==> src/rtl/assert_macros.svh <==
// assertion macros used by the rtl of the letterbox viewport block
// no dependencies
`ifndef ASSERT_MACROS_SVH
`define ASSERT_MACROS_SVH

// implication checked on every rising edge, off while reset is low
`define LVPM_ASSERT(lbl, clk, rst_n, prop, msg) \
  lbl: assert property (@(posedge clk) disable iff (!rst_n) prop) else $error(msg);

// condition that must never be true out of reset
`define LVPM_NEVER(lbl, clk, rst_n, cond, msg) \
  lbl: assert property (@(posedge clk) disable iff (!rst_n) !(cond)) else $error(msg);

`endif

==> src/rtl/lvpm_pkg.sv <==
// types, constants and helper functions of the letterbox viewport block
// no dependencies
package lvpm_pkg;

  localparam int SCR_W      = 14;
  localparam int SRC_W      = 13;
  localparam int POS_W      = 16;
  localparam int MAP_W      = 12;
  localparam int VIEW_W     = 15;
  localparam int QUO_W      = 14;
  localparam int DVD_W      = 26;
  localparam int DIV_STAGES = QUO_W / 2;
  localparam int VLD_N      = 3 + DIV_STAGES + 2;

  localparam logic [SCR_W-1:0] SCR_MAX   = 14'd8192;
  localparam logic [SRC_W-1:0] SRC_MAX   = 13'd4096;
  localparam logic [SRC_W-1:0] PTR_WIN_W = 13'd1024;
  localparam logic [SRC_W-1:0] PTR_WIN_H = 13'd768;

  typedef logic [2:0] cfg_idx_t;
  typedef logic [SCR_W-1:0] cfg_data_t;

  typedef enum logic [2:0] {
    CFG_SCREEN_W = 3'd0,
    CFG_SCREEN_H = 3'd1,
    CFG_SOURCE_W = 3'd2,
    CFG_SOURCE_H = 3'd3,
    CFG_FIT_MODE = 3'd4,
    CFG_PTR_WIN  = 3'd5
  } cfg_idx_e;

  typedef enum logic [2:0] {
    FIT_ORIGINAL = 3'd0,
    FIT_INTEGER  = 3'd1,
    FIT_ASPECT   = 3'd2,
    FIT_STRETCH  = 3'd3,
    FIT_MANUAL   = 3'd4
  } fit_mode_e;

  function automatic logic [SCR_W-1:0] clamp_scr(input logic [SCR_W-1:0] v);
    logic [SCR_W-1:0] r;
    if (v == '0) begin
      r = SCR_W'(1);
    end else if (v > SCR_MAX) begin
      r = SCR_MAX;
    end else begin
      r = v;
    end
    return r;
  endfunction

  function automatic logic [SRC_W-1:0] clamp_src(input logic [SRC_W-1:0] v);
    logic [SRC_W-1:0] r;
    if (v == '0) begin
      r = SRC_W'(1);
    end else if (v > SRC_MAX) begin
      r = SRC_MAX;
    end else begin
      r = v;
    end
    return r;
  endfunction

  // halving that truncates toward zero
  function automatic logic signed [VIEW_W-1:0] half_tz(input logic signed [VIEW_W-1:0] d);
    logic signed [VIEW_W-1:0] t;
    t = d + VIEW_W'(d[VIEW_W-1]);
    return t >>> 1;
  endfunction

  // pointer offset into the window, clamped to its first and last pixel
  function automatic logic [MAP_W-1:0] map_off(input logic signed [POS_W-1:0] pos,
                                               input logic [SCR_W-1:0] scr,
                                               input logic [SRC_W-1:0] win);
    logic signed [VIEW_W-1:0] diff;
    logic signed [VIEW_W-1:0] left;
    logic signed [POS_W:0] off;
    logic signed [POS_W:0] wins;
    logic [MAP_W-1:0] r;
    diff = signed'({1'b0, scr}) - signed'({2'b00, win});
    left = half_tz(diff);
    off  = {pos[POS_W-1], pos} - {{(POS_W+1-VIEW_W){left[VIEW_W-1]}}, left};
    wins = signed'({{(POS_W+1-SRC_W){1'b0}}, win});
    if (off < 0) begin
      r = '0;
    end else if (off >= wins) begin
      r = MAP_W'(win - SRC_W'(1));
    end else begin
      r = off[MAP_W-1:0];
    end
    return r;
  endfunction

  // one restoring division step: {quotient bit, new remainder}
  function automatic logic [SRC_W:0] div_step(input logic [SRC_W-1:0] rem,
                                              input logic nb,
                                              input logic [SRC_W-1:0] dsr);
    logic [SRC_W:0] t;
    logic [SRC_W:0] r;
    t = {rem, nb};
    if (t >= {1'b0, dsr}) begin
      t = t - {1'b0, dsr};
      r = {1'b1, t[SRC_W-1:0]};
    end else begin
      r = {1'b0, t[SRC_W-1:0]};
    end
    return r;
  endfunction

endpackage

==> src/rtl/lvpm_div.sv <==
// pipelined restoring divider, two quotient bits per stage
// depends on lvpm_pkg; quotient must fit in QUO_W bits
module lvpm_div (
  input  logic                          clk_i,
  input  logic                          en_i,
  input  logic [lvpm_pkg::DVD_W-1:0]    dividend_i,
  input  logic [lvpm_pkg::SRC_W-1:0]    divisor_i,
  output logic [lvpm_pkg::QUO_W-1:0]    quotient_o
);
  import lvpm_pkg::*;

  logic [SRC_W-1:0] rem_q [DIV_STAGES];
  logic [SRC_W-1:0] rem_d [DIV_STAGES];
  logic [QUO_W-1:0] quo_q [DIV_STAGES];
  logic [QUO_W-1:0] quo_d [DIV_STAGES];
  logic [DVD_W-1:0] dvd_q [DIV_STAGES];
  logic [DVD_W-1:0] dvd_d [DIV_STAGES];
  logic [SRC_W-1:0] dsr_q [DIV_STAGES];
  logic [SRC_W-1:0] dsr_d [DIV_STAGES];

  always_comb begin
    logic [SRC_W-1:0] r;
    logic [QUO_W-1:0] q;
    logic [DVD_W-1:0] dv;
    logic [SRC_W-1:0] d;
    logic [SRC_W:0]   t;
    for (int s = 0; s < DIV_STAGES; s++) begin
      if (s == 0) begin
        r  = SRC_W'(dividend_i[DVD_W-1:QUO_W]);
        q  = '0;
        dv = dividend_i;
        d  = divisor_i;
      end else begin
        r  = rem_q[s-1];
        q  = quo_q[s-1];
        dv = dvd_q[s-1];
        d  = dsr_q[s-1];
      end
      t = div_step(r, dv[QUO_W-1-2*s], d);
      r = t[SRC_W-1:0];
      q[QUO_W-1-2*s] = t[SRC_W];
      t = div_step(r, dv[QUO_W-2-2*s], d);
      r = t[SRC_W-1:0];
      q[QUO_W-2-2*s] = t[SRC_W];
      rem_d[s] = r;
      quo_d[s] = q;
      dvd_d[s] = dv;
      dsr_d[s] = d;
    end
  end

  always_ff @(posedge clk_i) begin
    if (en_i) begin
      rem_q <= rem_d;
      quo_q <= quo_d;
      dvd_q <= dvd_d;
      dsr_q <= dsr_d;
    end
  end

  assign quotient_o = quo_q[DIV_STAGES-1];

endmodule

==> config.mk <==
export PLATFORM = sky130hd
export DESIGN_NAME = lvpm_div
export DESIGN_NICKNAME = d
export VERILOG_FILES = /design/src/rtl/assert_macros.svh /design/src/rtl/lvpm_pkg.sv /design/src/rtl/lvpm_div.sv
export SDC_FILE = /design/constraint.sdc
export NUM_CORES = 1
export LEC_CHECK = 0
export BUFFER_PORTS_ARGS = -buffer_cell sky130_fd_sc_hd__buf_2
export CELL_PAD_IN_SITES_DETAIL_PLACEMENT = 2
export CELL_PAD_IN_SITES_GLOBAL_PLACEMENT = 2
export CORE_MARGIN = 1
export CORE_UTILIZATION = 46
export DETAILED_ROUTE_END_ITERATION = 6
export GPL_ROUTABILITY_DRIVEN = 0
export GPL_TIMING_DRIVEN = 0
export PLACE_DENSITY = 0.93
export SLEW_MARGIN = 20
export SYNTH_ARGS = -nofsm -noshare
export SYNTH_HDL_FRONTEND = slang
export SYNTH_SLANG_ARGS = --single-unit
==> constraint.sdc <==
create_clock -name clk_i -period 10.5 [get_ports clk_i]
set_input_delay 2.1 -clock clk_i [delete_from_list [all_inputs] [get_ports clk_i]]
set_output_delay 2.1 -clock clk_i [all_outputs]
set_load 0.02 [all_outputs]
==> results.cfg, run 1 <==
[status]
status = finished, final reports clean

[flow_run]
cap_violations = 0

[cells_and_area]
area_delta_synth_final_pct = 11.0
drive_gt1_frac = 0.129
nets = 1918
layout_common_cells = edfxtp_1, ha_1, inv_1
final_common_cell = edfxtp_1

[worst_setup_path]
required_ns = 10.83
max_stage_delay_ns = 0.68
start_kind = input port
reg2reg_from = dvd_d[29]
startpoint = divisor_i[1]
cp_num_buf_inv = 4
critPathKind = input port to flip-flop
slowest_stage = o41ai_1
worst_ep_arrival_time_ns = 8.34
crit_family = compound AO/OA/AOI/OAI gates
worstPathMaxFanout = 10
cp_common_cell = a21oi_1
path_cells = buf_2 > inv_1 > ha_1 > nor2b_4 > o31ai_2 > a21oi_1 > a221o_1 > a221oi_4 > clkbuf_1 > nor2_1 > a21oi_1 > fa_1 > nor2b_1 > o21ai_0 > a21o_1 > a21oi_1 > o41ai_1 > a21oi_1 > a211oi_4 > buf_6 > mux2_4
end_kind = flip-flop

[floorplan]
ios = 55
die_h_um = 197
row_count = 70
die_area_um2 = 38700
die_width_um = 197
core_area_um2 = 37000
start_util = 0.472

[clock_tree]
cts.clk_slew.worst_paths_ns = 0.06
postCtsHoldBufs = 0
cts_tree = built
clock_sinks = 254
cts_resized = 0
clockBufferDepth = 3
cts_root_buf = clkbuf_16
clkLatencyLatePin_ns = 0.60
h-tree-depth = 1
cts_setup_buffers = 0
numCtsBuffers = 30

[grt]
antenna_found_initial = 2
grt_start_max_net_pins = 112
grt_pass1_vias = 15784
grt_usage = 0.337
grt_overflow = 0
grt_pass1_wl_mm = 98.0

[synth]
synth_area_um2 = 17500
ys_ff_latch = 254
ys_seq_area_frac = 0.437
synth_edf_count = 254
yosysWarnings = 0
synthDistinctLibCells = 78
syn_inst = 1594
synth-async-reset-ratio = 0
syn_nets = 1830
synth_ff_type = edfxtp_1
syn_area_per_cell_um2 = 10.9

[sta]
fin_crit_sh = 0.763
fmax_mhz = 125
finalSetupViolations = 0
maxSlewViolCount = 0
slew_headroom = 0.455
tns_ns = 0
rsz0062_at_grt = no
finClkSkew_ns = 0.0204
fin_crit_ns = 8.01
hold_slack_ns = 0.410
worst_pin_slew_ns = 0.807
hold_violations = 0

[drt]
drt_iter0_markers = 846
drcViolationCount = 0
avgViaCountPerCell = 6.29
postRouteAntennaNets = 0
num_vias = 13892
dr.pass1.iters = 5
wl_per_cell_um = 29.3
wl_mm = 64.8

[placed_design]
dp_hpwl_mm = 47.1
port_buffers = 54

[min_path]
hold_path_class = flip-flop to flip-flop
hold_start = quo_d[41]
## flip-flops by register name (all words and copies together), names as in the netlist
register    count
dsr_d          78
dvd_d          42
quo_d          42
quotient_o     14
rem_q          78
## cells in the mapped netlist (8+ instances only)
master    count  area share
a211oi_1     11      0.0047
a21o_1       35       0.015
a21oi_1     114       0.033
clkbuf_1     12      0.0026
edfxtp_1    254        0.44
fa_1         13       0.015
ha_1        182        0.13
inv_1       143       0.031
mux2_2       79       0.051
mux2_4       13       0.011
mux2i_1      15      0.0086
nand2_1      93       0.020
nand2b_1     20      0.0072
nand3_1      20      0.0057
nand4_1      29       0.010
nor2_1       92       0.020
nor2b_1      25      0.0090
nor3_1       39       0.011
o211ai_1      8      0.0034
o21a_1       21      0.0090
o21ai_0      88       0.025
o21bai_1      9      0.0039
o31ai_1       8      0.0034
o41ai_1      10      0.0050
or3_1        12      0.0043
xnor2_1      83       0.042
xor2_1       44       0.022
## worst paths after layout
| kind | end | slack, ns | cells after the start |
|---|---|---|---|
| setup / recovery | rem_q[86] | 2.49 | 21 |
| hold / removal | quo_d[27] | 0.41 | 0 |
| setup reg to reg | rem_q[22] | 3.27 | 21 |
| hold reg to reg | quo_d[27] | 0.41 | 0 |
## cell type report
class | count | area (um2)
clock buffers | 37 | 798
inverters | 144 | 541
diodes | 1 | 2.50
flip-flops and latches | 254 | 7630
well taps | 504 | 631
fillers | 3698 | 17600
multi-input cells | 1173 | 9160
plain buffers | 23 | 128
repair buffers | 56 | 335
clock inverters | 17 | 156
## worst register-to-register path, stage by stage, from the launching register on
cell and delay [ns]:
edfxtp_1 0.42, inv_1 0.08, ha_1 0.18, inv_1 0.10
fa_1 0.45, a21o_1 0.22, a21oi_1 0.65, o211ai_1 0.17
o211ai_1 0.20, a22o_1 0.48, clkbuf_1 0.54, mux2_2 0.42
ha_1 0.39, nand4_1 0.24, a211oi_1 0.47, o41ai_1 0.22
a21oi_1 0.31, o21ai_0 0.15, nand2b_1 0.13, a211o_1 0.32
buf_2 0.39, mux2_1 0.43
## logic make-up (layout without fill, tap and decap cells)
group,Yosys count,after routing,share of synthesized area
compound gates,371,371,0.138
xor+xnor,127,127,0.0637
fa+ha+maj,195,195,0.145
buf+inv,167,277,0.0383
flops,254,254,0.437
mux,108,108,0.0714
other cells,0,1,0
simple gates,372,372,0.106
## stage by stage
step / area [um2] / util / setup WS (ns) / std cells
3_3_place_gp: 18400 / 0.497 / 2.91 / 2152
4_1_cts: 19400 / 0.524 / 2.60 / 2208
5_1_grt: 19400 / 0.524 / 2.19 / 2208
6_report: 19400 / 0.524 / 2.49 / 2209
2_1_floorplan: 17500 / - / 3.98 / 1594
3_5_place_dp: 18400 / 0.498 / 2.19 / 2154
## routing by layer
metal	GRT usage	up-vias	routed length, um
met5	0	-	13
met4	0.172	2	3750
met3	0.0435	231	2470
met2	0.620	483	33500
met1	0.379	7072	25100
li1	-	6104	-
Power of run 1 is not shown: default switching activity piles up to over one toggle a cycle in this logic, so the estimate is an artifact.
==> run 2: changes to the inputs <==
--- a/config.mk
+++ b/config.mk
@@ -5,15 +5,16 @@
 export SDC_FILE = /design/constraint.sdc
 export NUM_CORES = 1
 export LEC_CHECK = 0
+export ABC_AREA = 1
 export BUFFER_PORTS_ARGS = -buffer_cell sky130_fd_sc_hd__buf_2
 export CELL_PAD_IN_SITES_DETAIL_PLACEMENT = 2
 export CELL_PAD_IN_SITES_GLOBAL_PLACEMENT = 2
 export CORE_MARGIN = 1
-export CORE_UTILIZATION = 46
+export CORE_UTILIZATION = 36
 export DETAILED_ROUTE_END_ITERATION = 6
 export GPL_ROUTABILITY_DRIVEN = 0
 export GPL_TIMING_DRIVEN = 0
-export PLACE_DENSITY = 0.93
+export PLACE_DENSITY = 0.84
 export SLEW_MARGIN = 20
 export SYNTH_ARGS = -nofsm -noshare
 export SYNTH_HDL_FRONTEND = slang
==> constraint.sdc (replaced) <==
create_clock -name clk_i -period 6.75 [get_ports clk_i]
set_input_delay 1.35 -clock clk_i [delete_from_list [all_inputs] [get_ports clk_i]]
set_output_delay 1.35 -clock clk_i [all_outputs]
set_load 0.02 [all_outputs]
==> run 2 against run 1 <==
Non-clock buffer count up 2. Global-route usage fell by 11 points. Area after synthesis rose by 6.6%. Via count rose by 11%. Cell area is 7.2% higher. Final cell count grew 34%. Die area grew 36%. Register-to-register slack lost 1.3 ns. Flip-flop and latch count unchanged. Hold slack improved by 0.0081 ns. Critical path depth rose by 4. Critical endpoint is now rem_q[68]. Largest cell class unchanged.
==> results.cfg, run 2 <==
[drt]
postRouteAntennaNets = 0
wl_mm = 58.3
drt_iter0_markers = 421
drcViolationCount = 0
dr.pass1.iters = 5
avgViaCountPerCell = 5.20
wl_per_cell_um = 19.7
num_vias = 15385

[sta]
maxSlewViolCount = 0
finalSetupViolations = 0
fmax_mhz = 207
slew_headroom = 0.555
worst_pin_slew_ns = 0.661
hold_violations = 0
tns_ns = 0
fin_crit_sh = 0.714
rsz0062_at_grt = no
finClkSkew_ns = 0.0215
fin_crit_ns = 4.82

[placed_design]
place_inst = 2898
port_buffers = 54
dp_hpwl_mm = 47.6

[grt]
grt_usage = 0.223
grt_pass1_wl_mm = 93.3
grt_start_max_net_pins = 105
grt_pass1_vias = 17339
antenna_found_initial = 0
grt_overflow = 0

[synth]
ys_top_cells_by_count = nand2_1, inv_1, edfxtp_1, ha_1, nand3_1
syn_inst = 2170
ys_seq_area_frac = 0.410
syn_area_per_cell_um2 = 8.57
synth-async-reset-ratio = 0
synth_ff_type = edfxtp_1
synthDistinctLibCells = 48
synth_edf_count = 254
synth_mux_area_frac = 0
yosysWarnings = 0
synthAdderAreaFrac = 0.136
netlist.area_leader.share = 0.410
synthTopCellsByArea = edfxtp_1, nand2_1, ha_1, inv_1, xor2_1
synth_area_um2 = 18600
syn_nets = 2406
synthXorXnorAreaFrac = 0.0601
ys_ff_latch = 254
synth_compound_area_frac = 0.0914
synth.largest_area_cell = edfxtp_1
synth_top_family_by_area = simple AND/OR/NAND/NOR gates
synth.most_common_cell = nand2_1
synthSimpleGateAreaFrac = 0.230

[min_path]
hold_start = quo_d[54]
min_to = quo_d[40]
hold_depth = 0
hold_path_class = flip-flop to flip-flop

[worst_setup_path]
max_stage_delay_ns = 0.45
required_ns = 7.07
start_kind = flip-flop
end_kind = flip-flop
r2r_cells = 25
worstPathMaxFanout = 10
startpoint = dsr_d[65]
worst_ep_arrival_time_ns = 5.14
reg2reg_from = dsr_d[65]
r2r_slack_ns = 1.93
critPathKind = flip-flop to flip-flop
slowest_stage = edfxtp_1
rr_endpoint = rem_q[68]
cp_common_cell = nand2_1

[cells_and_area]
antenna_cells = 0
final_cells = 2956
area_delta_synth_final_pct = 11.7
final_common_cell = nand2_1
nets = 2495
drive_gt1_frac = 0.0906
fill_cells = 5729
layout_common_cells = nand2_1, inv_1, edfxtp_1

[floorplan]
start_util = 0.368
die_width_um = 229
core_area_um2 = 50600
row_count = 82
die_area_um2 = 52600
die_h_um = 229
ios = 55

[clock_tree]
postCtsHoldBufs = 0
h-tree-depth = 1
cts.clk_slew.worst_paths_ns = 0.06
cts_root_buf = clkbuf_16
clkLatencyLatePin_ns = 0.60
clock_sinks = 254
cts_setup_buffers = 0
clockBufferDepth = 3
cts_resized = 0
numCtsBuffers = 31
cts_tree = built

[status]
status = finished, final reports clean

[flow_run]
cap_violations = 0
==> run 2: changes by cell type in the layout (fill, tap and decap cells not counted), moves of 17 or more <==
| cell | before | now |
|---|---|---|
| o21ai_1 | 3 | 33 |
| o21ai_0 | 88 | 63 |
| nor3_1 | 39 | 21 |
| a21o_1 | 35 | 18 |
| xor2_1 | 44 | 75 |
| nand2_1 | 93 | 612 |
| nor2b_1 | 25 | 0 |
| xnor2_1 | 83 | 49 |
| mux2_2 | 79 | 0 |
| nor2_1 | 92 | 114 |
| inv_1 | 143 | 287 |
| nand3_1 | 20 | 123 |
| nand2b_1 | 20 | 1 |
==> run 2: layout make-up <==
| class | count | area [um2] | share of cell area |
|---|---|---|---|
| flip-flops and latches | 254 | 7630 | 0.367 |
| plain buffers | 25 | 230 | 0.0111 |
| clock inverters | 23 | 205 | 0.00988 |
| repair buffers | 56 | 335 | 0.0161 |
| multi-input cells | 1595 | 9630 | 0.464 |
| well taps | 672 | 841 | 0.0405 |
| inverters | 296 | 1120 | 0.0537 |
| clock buffers | 35 | 791 | 0.0381 |
==> run 2: worst max path at each step <==
stage / cells past startpoint / slack, ns / to
6_report: 25 / 1.93 / rem_q[68]
5_1_grt: 25 / 1.60 / rem_q[68]
4_1_cts: 25 / 1.90 / rem_q[68]
3_5_place_dp: 24 / 1.42 / rem_q[85]
3_3_place_gp: 1 / 0.78 / quo_d[19]
2_1_floorplan: 19 / 2.47 / rem_q[85]
==> run 2: layer usage <==
layer	global-route usage	wire length (um)
met1	0.259	24200
met2	0.427	30900
met3	0.0190	1300
met4	0.0758	1970
met5	0	0
==> run 2: cell families after synthesis <==
logic type	Yosys count
buffers and inverters	321
AND/OR/NAND/NOR	977
adder cells (fa/ha/maj)	195
AO/OA/AOI/OAI	297
XOR/XNOR	126
flip-flops	254
==> run 2: worst max-delay path, delay by kind of cell (launching register included) <==
family / cells / cell delay (ns)
adders and majority gates: 3 / 0.96
and+or+nand+nor: 14 / 1.59
DFF: 1 / 0.45
buffers and inverters: 4 / 0.60
AOI/OAI and AO/OA: 4 / 0.93
==> run 2: through the flow <==
| stage | hold WS, ns | setup WS, ns | util | area (um2) |
|---|---|---|---|---|
| 2_1_floorplan | 0.400 | 2.47 | - | 18600 |
| 3_3_place_gp | 0.402 | 0.783 | 0.390 | 19700 |
| 6_report | 0.419 | 1.93 | 0.411 | 20800 |
| 3_5_place_dp | 0.407 | 1.42 | 0.391 | 19800 |
| 5_1_grt | 0.424 | 1.60 | 0.411 | 20800 |
| 4_1_cts | 0.420 | 1.90 | 0.411 | 20800 |
Power of run 2 is left out for the same reason.
==> run 3: changes to the inputs <==
==> constraint.sdc (replaced) <==
create_clock -name clk_i -period 4.1 [get_ports clk_i]
set_input_delay 0.82 -clock clk_i [delete_from_list [all_inputs] [get_ports clk_i]]
set_output_delay 0.82 -clock clk_i [all_outputs]
set_load 0.02 [all_outputs]
==> run 3 against run 2 <==
The flow now finishes with violations (negative setup slack). Routed wire length grew 42%. Flip-flop and latch count is the same. Register-to-register slack lost 2.4 ns. Hold slack lost 0.055 ns. Largest cell class unchanged. Highest routed layer unchanged.
==> results.cfg, run 3 (synthesis results as in run 2) <==
[clock_tree]
h-tree-depth = 1
cts_tree = built
clock_sinks = 254
numCtsBuffers = 31
cts_root_buf = clkbuf_16
postCtsHoldBufs = 0
cts.clk_slew.worst_paths_ns = 0.07
clkLatencyLatePin_ns = 0.64
clockBufferDepth = 3

[drt]
avgViaCountPerCell = 5.63
num_vias = 17276
dr.pass1.iters = 5
drt_iter0_markers = 848
wl_mm = 83.0
drcViolationCount = 0
wl_per_cell_um = 27.1
postRouteAntennaNets = 0

[worst_setup_path]
r2r_slack_ns = -0.51
r2r_cells = 26
required_ns = 4.59
crit_family = simple AND/OR/NAND/NOR gates
rr_endpoint = rem_q[45]
max_stage_delay_ns = 0.49
start_kind = flip-flop
worstPathMaxFanout = 10
slowest_stage = edfxtp_1
path_depth = 26
reg2reg_from = dsr_d[45]
end_kind = flip-flop
critPathKind = flip-flop to flip-flop
worst_ep_arrival_time_ns = 5.10
cp_common_cell = nand2_1
cp_num_buf_inv = 6

[placed_design]
place_inst = 2898
port_buffers = 54
dp_hpwl_mm = 47.6

[floorplan]
start_util = 0.368
die_area_um2 = 52600
ios = 55
die_h_um = 229
die_width_um = 229
core_area_um2 = 50600
row_count = 82

[grt]
antenna_found_initial = 1
grt_usage = 0.250
grt_pass1_vias = 18402
grt_overflow = 0
grt_start_max_net_pins = 105
grt_pass1_wl_mm = 103

[status]
status = finished, violations left
failed_checks = negative setup slack

[cells_and_area]
multi_input_area_um2 = 11000
final_cells = 3069
fill_cells = 5456
final_common_cell = nand2_1
layout_common_cells = nand2_1, inv_1, edfxtp_1
nets = 2608
drive_gt1_frac = 0.225
regArea_um2 = 7630
area_delta_synth_final_pct = 24.1
antenna_cells = 0

[sta]
fin_ws_ns = -0.508
fin_crit_sh = 1.12
fmax_mhz = 217
slew_headroom = 0.564
worst_pin_slew_ns = 0.647
finClkSkew_ns = 0.0447
finalSetupViolations = 81
hold_violations = 0
maxSlewViolCount = 0
fin_crit_ns = 4.61

[min_path]
hold_depth = 1
hold_path_class = input port to flip-flop
hold_start = dividend_i[11]
min_to = dvd_d[141]

[flow_run]
cap_violations = 0
-- run 3: final cells by class --
cell class / instances / share of cell area
Buffer: 24 / 0.0118
Clock buffer: 35 / 0.0342
Clock inverter: 23 / 0.00889
Inverter: 296 / 0.0492
Multi-Input combinational cell: 1595 / 0.475
Sequential cell: 254 / 0.330
Tap cell: 672 / 0.0364
Timing Repair Buffer: 170 / 0.0541
-- run 3: metrics by stage --
step	instance area [um2]	util	setup TNS (ns)	setup slack [ns]	hold slack (ns)
2_1_floorplan	18600	-	0	0.349	0.400
3_3_place_gp	19700	0.390	-354.89	-1.34	0.402
3_5_place_dp	19800	0.391	-40.81	-0.697	0.407
4_1_cts	21700	0.428	-0.0187	-0.0187	0.363
5_1_grt	23100	0.457	-25.44	-0.570	0.364
6_report	23100	0.457	-13.58	-0.508	0.364
-- run 3: worst max-delay path by stage --
stage	start	end
floorplan	dividend_i[13]	rem_q[85]
global placement	en_i	quo_d[19]
detailed placement	divisor_i[9]	rem_q[85]
CTS	dsr_d[77]	rem_q[68]
global route	dsr_d[45]	rem_q[45]
finish	dsr_d[45]	rem_q[45]
-- run 3: per-layer routing --
| layer | track usage | up-vias | part of all wire |
|---|---|---|---|
| li1 | - | 7706 | - |
| met1 | 0.278 | 8699 | 0.37 |
| met2 | 0.477 | 534 | 0.52 |
| met3 | 0.0225 | 337 | 0.035 |
| met4 | 0.110 | 0 | 0.077 |
| met5 | 0 | - | 0 |
-- run 3: timing repair --
item	in CTS	in global routing
gates cloned	1	1
setup buffers	57	55
gates resized for setup	103	215
setup endpoints to repair	80	84
pin swaps	42	56
Power of run 3 is left out for the same reason.
